<file path="config.mk">
export PLATFORM = sky130hd
export DESIGN_NAME = m2m_ctrl
export DESIGN_NICKNAME = d
export VERILOG_FILES = /design/src/design/m2m_pkg.sv /design/src/design/m2m_ctrl.sv
export SDC_FILE = /design/constraint.sdc
export NUM_CORES = 1
export LEC_CHECK = 0
export BUFFER_PORTS_ARGS = -buffer_cell sky130_fd_sc_hd__buf_4
export CAP_MARGIN = 20
export CELL_PAD_IN_SITES_DETAIL_PLACEMENT = 1
export CELL_PAD_IN_SITES_GLOBAL_PLACEMENT = 2
export CORE_AREA = 4 4 41 43
export CTS_CLUSTER_DIAMETER = 100
export DETAILED_ROUTE_END_ITERATION = 6
export DIE_AREA = 0 0 45 47
export PLACE_DENSITY_LB_ADDON = 0.1
export SETUP_SLACK_MARGIN = 0.5
export SYNTH_ARGS = -nofsm -noshare
export SYNTH_HDL_FRONTEND = slang
export SYNTH_SLANG_ARGS = --single-unit
</file>
<file path="constraint.sdc">
create_clock -name clk_i -period 1.17 [get_ports clk_i]
set_input_delay 0.117 -clock clk_i [delete_from_list [all_inputs] [get_ports clk_i]]
set_output_delay 0.117 -clock clk_i [all_outputs]
set_load 0.01 [all_outputs]
</file>
<file path="src/design/m2m_pkg.sv">
// Shared types and constants for the memory-to-memory instruction executor.
// Depends on nothing; every other file refers to it by scoped names.
package m2m_pkg;

  localparam int unsigned DATA_W        = 32;
  localparam int unsigned ADDR_W        = 7;
  localparam int unsigned LINE_W        = 16;
  localparam int unsigned OP_W          = 4;
  localparam int unsigned MEM_WORDS_DEF = 128;
  localparam int unsigned DIV_STEPS     = 32;

  // Instruction codes
  typedef enum logic [OP_W-1:0] {
    OP_ADD     = 4'd0,
    OP_MUL     = 4'd1,
    OP_SUB     = 4'd2,
    OP_DIV     = 4'd3,
    OP_COPY    = 4'd4,
    OP_LOADI   = 4'd5,
    OP_JUMP    = 4'd6,
    OP_JZ      = 4'd7,
    OP_LESS    = 4'd8,
    OP_GREATER = 4'd9,
    OP_EQUAL   = 4'd10,
    OP_PRINT   = 4'd11
  } opcode_e;

  // Controller to datapath
  typedef struct packed {
    logic in_ready;
    logic capture;
    logic exec;
    logic div_start;
    logic mem_write;
    logic out_load;
    logic clear;
  } ctrl_cmd_t;

  // Datapath to controller
  typedef struct packed {
    logic in_valid;
    logic div_nz;
    logic div_done;
    logic out_free;
    logic clear_last;
  } dpath_sts_t;

endpackage

</file>
<file path="src/design/m2m_ctrl.sv">
// Controller state machine: clearing pass, capture, execute, divide wait,
// write-back and result hand-off. Depends on m2m_pkg.
module m2m_ctrl (
  input  logic                  clk_i,
  input  logic                  rst_ni,
  input  m2m_pkg::dpath_sts_t   sts_i,
  output m2m_pkg::ctrl_cmd_t    cmd_o
);

  typedef enum logic [2:0] {
    ST_CLEAR,
    ST_IDLE,
    ST_EXEC,
    ST_DIV,
    ST_WRITE,
    ST_DONE
  } state_e;

  state_e state_q, state_d;

  // next state and commands
  always_comb begin
    state_d = state_q;
    cmd_o   = '0;
    case (state_q)
      ST_CLEAR: begin
        cmd_o.clear = 1'b1;
        if (sts_i.clear_last) state_d = ST_IDLE;
      end
      ST_IDLE: begin
        cmd_o.in_ready = 1'b1;
        cmd_o.capture  = sts_i.in_valid;
        if (sts_i.in_valid) state_d = ST_EXEC;
      end
      ST_EXEC: begin
        cmd_o.exec = 1'b1;
        if (sts_i.div_nz) begin
          cmd_o.div_start = 1'b1;
          state_d         = ST_DIV;
        end else begin
          state_d = ST_WRITE;
        end
      end
      ST_DIV: begin
        if (sts_i.div_done) state_d = ST_WRITE;
      end
      ST_WRITE: begin
        cmd_o.mem_write = 1'b1;
        state_d         = ST_DONE;
      end
      ST_DONE: begin
        if (sts_i.out_free) begin
          cmd_o.out_load = 1'b1;
          state_d        = ST_IDLE;
        end
      end
      default: begin
        state_d = ST_IDLE;
      end
    endcase
  end

  always_ff @(posedge clk_i or negedge rst_ni) begin
    if (!rst_ni) begin
      state_q <= ST_CLEAR;
    end else begin
      state_q <= state_d;
    end
  end

endmodule

</file>
==> reports/metrics.csv, run 1 <==
stage,metric,value,unit
layout,most frequent cells in the layout,"buf_4 (18), buf_6 (5), nand2b_1 (4)",
setup_path,Critical Path Fanout Max,4,
timing,worst hold slack,0.2114,ns
timing,fin crit share,105.2,%
setup_path,flop-to-flop setup slack,0.03,ns
yosys,Seq cells post-synth,3,
floorplanning,FP Rows,13,
global_route,first-pass GRT wire length,1.442,mm
yosys,Synth Warn #,0,
timing,Worst Max-Slew Pin Slew,0.2011,ns
clocking,CTS sink cnt,3,
yosys,compound-cell area share of the yosys netlist,15.63,%
global_route,antenna violations before repair,0,
layout,"non-filler cells, final",69,
global_route,GRT Util Overall,9.629,%
global_route,largest net degree at the start of global routing,7,
power,Internal,0.8415,mW
floorplanning,chip width,45,µm
global_route,vias in the first global route,340,
floorplanning,Die Ht,47,µm
layout,Reg with most FFs,state_q,
layout,layout cell share with drive strength beyond 1,68.52,%
global_route,gr ovfl total,0,
layout,Finished Cell Area,515.5,µm²
yosys,multiplexer share of the synthesized area,4.167,%
timing,RSZ-0062 raised after global routing,yes,
place,"Cell Area, Placed",372.9,µm²
drt,Post-DRT Antenna Nets,0,
clocking,Clock Path Buffers,2,
timing,Worst slew margin,86.59,%
clocking,Clk Tree Root Cell,clkbuf_4,
yosys,Avg Inst Size Synth,8.580,µm²
setup_path,critical path class,reg2out,
power,worst-case vdd ir drop,1.077,mV
power,sequential group share of total power,18.4,%
drt,Routed WL per cell,11.42,µm
floorplanning,Starting Density,18.46,%
clocking,H-tree depth,1,
timing,slack of the critical path,-0.06049,ns
power,PD cells,2546,nW/µm²
power,Clock Power Share,13.3,%
timing,Max Clock Freq,812.7,MHz
floorplanning,DIE AREA,2115,µm²
layout,"most common cell after layout, fill and taps aside",buf_4,
yosys,Mapped Area,240.2,µm²
yosys,post-synthesis adder-cell area fraction,0,%
setup_path,CP endpoint kind,output pin,
power,combinational share of power,68.2,%
drt,First-pass DRT Iterations,1,
layout,area grow syn2layout,114.6,%
yosys,sequential share of the synthesized area,31.25,%
place,pre-CTS setup slack,0.03961,ns
place,placed cells,55,
setup_path,Arrival @ worst endpoint,1.11,ns
flow_run,max-cap violation count,0,
drt,1st-iter DRT viols,0,
power,Leak,0.2414,nW
layout,biggest regs,state_q (3),
timing,setup TNS,-0.2895,ns
yosys,Mapped Cells,28,
timing,fin. max-slew vios,0,
drt,DR DRC count,0,
drt,via count,295,
yosys,simple-gate area share of the yosys netlist,42.19,%
clocking,TritonCTS buffer count,3,
clocking,clock latency on the worst-skew pair,0.23,ns
outcome,status,"finished, violations left",
yosys,largest family of logic cells by synthesized area,simple AND/OR/NAND/NOR gates,
timing,Clock Skew,0.001301,ns
drt,via/cell ratio,4.275,
clocking,CTS tree,yes,
power,sw frac,35.89,%
place,GP Congestion,0.6648,
yosys,XOR/XNOR share of the synthesized area,0,%
hold_path,hold crit path type,in2async,
power,Switch Pwr,0.4710,mW
timing,Setup Viol. Count Final,7,
floorplanning,Core Footprint,1301,µm²
timing,fin crit period,1.230,ns
layout,max FFs per register,3,
drt,final WL,788,µm
power,Final Power,1.312,mW
layout,nets,62,
clocking,clock-pin transition on the worst setup and hold timing paths,0.03,ns
floorplanning,io pins,14,
setup_path,WP data required,1.05,ns
timing,Final Hold Fails,0,
setup_path,startpoint types,register,
yosys,"Distinct cells, synth",17,
place,IO Port Bufs,13,
outcome,failing checks,setup timing,
yosys,Syn Nets,35,
layout,diode count,0,
layout,Util after Layout,39.62,%
==> synth_stat cells <==
| cell type | number | area [µm²] |
|---|---|---|
| dfrtp_1 | 3 | 75.07 |
| and3_1 | 1 | 6.260 |
| nor3_1 | 1 | 5.000 |
| a311oi_1 | 1 | 8.760 |
| buf_6 | 1 | 11.26 |
| a21oi_1 | 2 | 10.01 |
| mux2i_1 | 1 | 10.01 |
| a32o_1 | 1 | 10.01 |
| buf_2 | 1 | 5.000 |
| or2_0 | 1 | 6.260 |
| nand2_1 | 1 | 3.750 |
| nor2b_1 | 2 | 12.51 |
| nor3b_2 | 1 | 12.51 |
| nor2_1 | 3 | 11.26 |
| and2_1 | 2 | 12.51 |
| a32oi_1 | 1 | 8.760 |
| nand2b_1 | 5 | 31.28 |
==> worst paths after layout <==
check,startpoint,to,cells after the start
min in group clk_i,sts_i[4],state_q[1],3
worst min register to register,state_q[2],state_q[1],2
worst min-delay path,rst_ni,state_q[2],2
max in group asynchronous,rst_ni,state_q[0],2
worst max register to register,state_q[1],state_q[2],4
worst max-delay path,state_q[1],cmd_o[5],3
==> routing by layer <==
metal  up-vias  global-route usage, %  routed length, µm
met2        11                  16.38                407
met1       135                  9.977                321
met3         0                  1.916                 59
li1        149                      -                  -
met4         0                  8.772                  0
met5         -                      0                  0
==> power groups by stage <==
| stage | combinational, mW | sequential, mW | clock [mW] |
|---|---|---|---|
| after floorplan | 0.443 | 0.206 | 0 |
| after global placement | 0.514 | 0.274 | 0 |
| after detailed placement | 0.534 | 0.281 | 0 |
| after CTS | 0.860 | 0.237 | 0.189 |
| after global routing | 0.980 | 0.254 | 0.207 |
| final | 0.895 | 0.242 | 0.175 |
==> layout make-up <==
type | instances | area [µm²]
fillers | 158 | 785.8
repair buffers | 24 | 201.4
multi-input cells | 23 | 190.2
flip-flops and latches | 3 | 78.83
clock buffers | 4 | 26.28
well taps | 15 | 18.77
==> cell families (layout without fill, tap and decap cells) <==
logic type | Yosys count | in the layout
buffers and inverters | 2 | 28
AND/OR/NAND/NOR | 17 | 17
multiplexers | 1 | 1
flip-flops | 3 | 3
AO/OA/AOI/OAI | 5 | 5
==> worst max-delay path: stages, from the launching register on <==
cell	delay (ns)
dfrtp_2	0.43
nor3b_4	0.21
and2_4	0.16
buf_6	0.09
==> repair_timing <==
action                                 CTS  global route
pin swaps                                3             0
setup endpoints to repair               10            10
endpoints found under the hold margin    3             0
resized for setup                        7             3
hold buffers                             1             0
setup buffers                            9             0
No activity file was read; power rests on OpenSTA's default activity.
==> run 2: changes to the inputs <==
- ABC_AREA: not set -> 1
- CORE_AREA: 4 4 41 43 -> not set
- CORE_MARGIN: not set -> 4
- CORE_UTILIZATION: not set -> 18
- DIE_AREA: 0 0 45 47 -> not set
==> reports/metrics.csv, run 2 <==
stage,metric,value,unit,change
yosys,predominant post-synthesis flop cell,dfrtp_1,,
yosys,"Distinct cells, synth",8,,-9
clocking,Clock Path Buffers,2,,unchanged
yosys,sequential share of the synthesized area,27.91,%,-3.3 points
yosys,Mapped Cells,47,,+68%
drt,Post-DRT Antenna Nets,0,,unchanged
timing,Setup Viol. Count Final,8,,+1
timing,Worst Max-Slew Pin Slew,0.2172,ns,+0.01607 ns
layout,most frequent cells in the layout,"buf_4 (14), nand2_1 (11), inv_2 (7)",,
floorplanning,chip width,46.66,µm,+3.7%
setup_path,critical path class,reg2out,,
place,IO Port Bufs,13,,unchanged
yosys,asr flop ratio synth,100.0,%,unchanged
drt,via count,355,,+20%
floorplanning,Die Ht,46.66,µm,-0.72%
layout,nets,78,,+26%
timing,RSZ-0062 raised after global routing,yes,,
timing,fin crit share,104.8,%,-0.35 points
yosys,Synth Warn #,0,,unchanged
setup_path,flop-to-flop setup slack,-0.02,ns,-0.05 ns
layout,layout cell share with drive strength beyond 1,65.71,%,-2.8 points
timing,Final Hold Fails,0,,unchanged
layout,"non-filler cells, final",85,,+23%
setup_path,Critical Path Fanout Max,5,,+1
clocking,Clk Tree Root Cell,clkbuf_4,,
floorplanning,Core Footprint,1350,µm²,+3.7%
floorplanning,FP Rows,13,,unchanged
setup_path,Arrival @ worst endpoint,1.11,ns,about the same
setup_path,CP endpoint kind,output pin,,
power,worst-case vdd ir drop,1.042,mV,-3.3%
drt,1st-iter DRT viols,1,,+1
global_route,GRT Util Overall,9.306,%,-0.32 points
layout,area grow syn2layout,97.21,%,
clocking,CTS tree,yes,,
power,Clock Power Share,13.8,%,+0.5 points
setup_path,startpoint types,register,,
hold_path,hold path depth,4,,
timing,fin crit period,1.226,ns,-0.004123 ns
global_route,antenna violations before repair,0,,unchanged
yosys,Synth top cells by count,"nand2_1 (13), inv_1 (11), nand3_1 (7), nor2_1 (5), nor2_2 (5)",,
global_route,vias in the first global route,337,,-0.88%
layout,Reg with most FFs,state_q,,
layout,biggest regs,state_q (3),,
yosys,Synth area leaders,"dfrtp_1 (28%), nand2_1 (18%), inv_1 (15%)",,
power,Leak,0.2954,nW,+22%
yosys,number of synthesized flops with an enable pin,0,,unchanged
clocking,H-tree depth,1,,unchanged
power,sw frac,44.90,%,+9.0 points
power,Final Power,1.299,mW,-1.0%
yosys,Syn Nets,54,,+54%
place,placed cells,75,,+36%
drt,final WL,843,µm,+7.0%
global_route,first-pass GRT wire length,1.380,mm,-4.3%
timing,Max Clock Freq,815.4,MHz,+0.34%
power,combinational share of power,65.8,%,-2.4 points
outcome,failing checks,setup timing,,
global_route,gr ovfl total,0,,unchanged
floorplanning,Starting Density,19.93,%,+1.5 points
drt,DR DRC count,0,,unchanged
flow_run,max-cap violation count,0,,unchanged
clocking,CTS sink cnt,3,,unchanged
layout,diode count,0,,unchanged
hold_path,hold path start,sts_i[1],,
setup_path,CP startpoint,state_q[2],,
setup_path,worst r2r src,state_q[1],,
timing,slack of the critical path,-0.05636,ns,+0.004122 ns
hold_path,hold crit path type,in2reg,,
floorplanning,io pins,14,,unchanged
place,pre-CTS setup slack,0.03013,ns,-0.009480 ns
hold_path,Hold EP,state_q[2],,
power,sequential group share of total power,20.4,%,+2.0 points
drt,via/cell ratio,4.176,,-2.3%
timing,fin. max-slew vios,0,,unchanged
layout,"most common cell after layout, fill and taps aside",buf_4,,
power,Switch Pwr,0.5832,mW,+24%
clocking,TritonCTS buffer count,3,,unchanged
setup_path,RR Endpoint,state_q[0],,
global_route,largest net degree at the start of global routing,7,,unchanged
yosys,Synth area leader,dfrtp_1,,
place,GP Congestion,0.6468,,-2.7%
floorplanning,DIE AREA,2177,µm²,+2.9%
yosys,Seq cells post-synth,3,,unchanged
layout,Util after Layout,39.30,%,-0.32 points
setup_path,WP data required,1.05,ns,about the same
yosys,Avg Inst Size Synth,5.724,µm²,-33%
yosys,Mapped Area,269.0,µm²,+12%
outcome,status,"finished, violations left",,
clocking,clock latency on the worst-skew pair,0.23,ns,about the same
power,PD cells,2448,nW/µm²,-3.8%
place,DP HPWL,661.5,µm,
yosys,post-synth top area share,27.91,%,-3.3 points
layout,max FFs per register,3,,unchanged
power,Internal,0.7158,mW,-15%
setup_path,worst r2r path cells,7,,+3
drt,Routed WL per cell,9.918,µm,-13%
drt,First-pass DRT Iterations,2,,+1
yosys,most numerous cell in the Yosys netlist,nand2_1,,
timing,Worst slew margin,85.52,%,-1.1 points
timing,Clock Skew,0.002676,ns,+0.001376 ns
clocking,clock-pin transition on the worst setup and hold timing paths,0.04,ns,about the same
timing,setup TNS,-0.2540,ns,+0.03553 ns
==> run 2: cell types whose count changed after synthesis, sizes merged, moves of 5 or more <==
cell and delta:
nor2 +8, nand2b -5, inv +13, nand3 +7, nand2 +12
==> run 2: logic make-up after synthesis <==
kind of cell / synth area share [%]
and+or+nand+nor: 53.95
DFF: 27.91
buffers and inverters: 18.14
==> run 2: layer usage <==
layer / share of wire [%] / vias up / track usage (%)
met2: 49 / 12 / 15.66
met5: 0 / - / 0
met4: 0 / 0 / 4.972
met3: 8.9 / 0 / 2.734
met1: 42 / 161 / 10.42
li1: - / 182 / -
==> run 2: area by class of cell <==
class | instances | area, µm²
multi-input combinational | 31 | 197.7
fill | 182 | 819.5
timing repair buffer | 19 | 160.2
inverter | 13 | 48.80
tap | 15 | 18.77
sequential | 3 | 78.83
clock buffer | 4 | 26.28
==> run 2: per-stage QoR <==
step                instance area [µm²]  hold WS [ns]
global placement                  397.9      -0.09196
CTS                               493.0        0.1491
detailed placement                397.9      -0.09273
floorplan                         281.5       -0.1786
global route                      530.5        0.1757
finish                            530.5        0.1482
==> run 2: critical path, cell delays in order (launching register included) <==
cell and delay (ns):
dfrtp_2 0.45, inv_2 0.11, nand3_4 0.10, nor2_2 0.09
buf_4 0.12
==> run 2: timing repair <==
item / in CTS / in global routing
endpoints found under the hold margin: 3 / 0
gates cloned: 0 / 0
buffers inserted: 4 / 1
resized for setup: 8 / 11
pin swaps: 1 / 4
setup endpoints to repair: 10 / 10
hold buffers: 1 / 0
==> run 2: how the worst max path moves through the flow <==
stage	end	slack, ns	cells past startpoint
after floorplan	state_q[0]	0.17	6
after global placement	state_q[2]	0.01	6
after detailed placement	state_q[0]	0.03	6
after CTS	cmd_o[1]	-0.07	4
after global routing	state_q[0]	-0.12	7
final	cmd_o[5]	-0.06	4
==> run 2: power groups by stage <==
| stage | logic, mW | registers, mW | clock network, mW |
|---|---|---|---|
| 2_1_floorplan | 0.405 | 0.206 | 0 |
| 3_3_place_gp | 0.623 | 0.223 | 0 |
| 3_5_place_dp | 0.623 | 0.224 | 0 |
| 4_1_cts | 0.762 | 0.247 | 0.190 |
| 5_1_grt | 0.958 | 0.278 | 0.194 |
| 6_report | 0.854 | 0.265 | 0.179 |
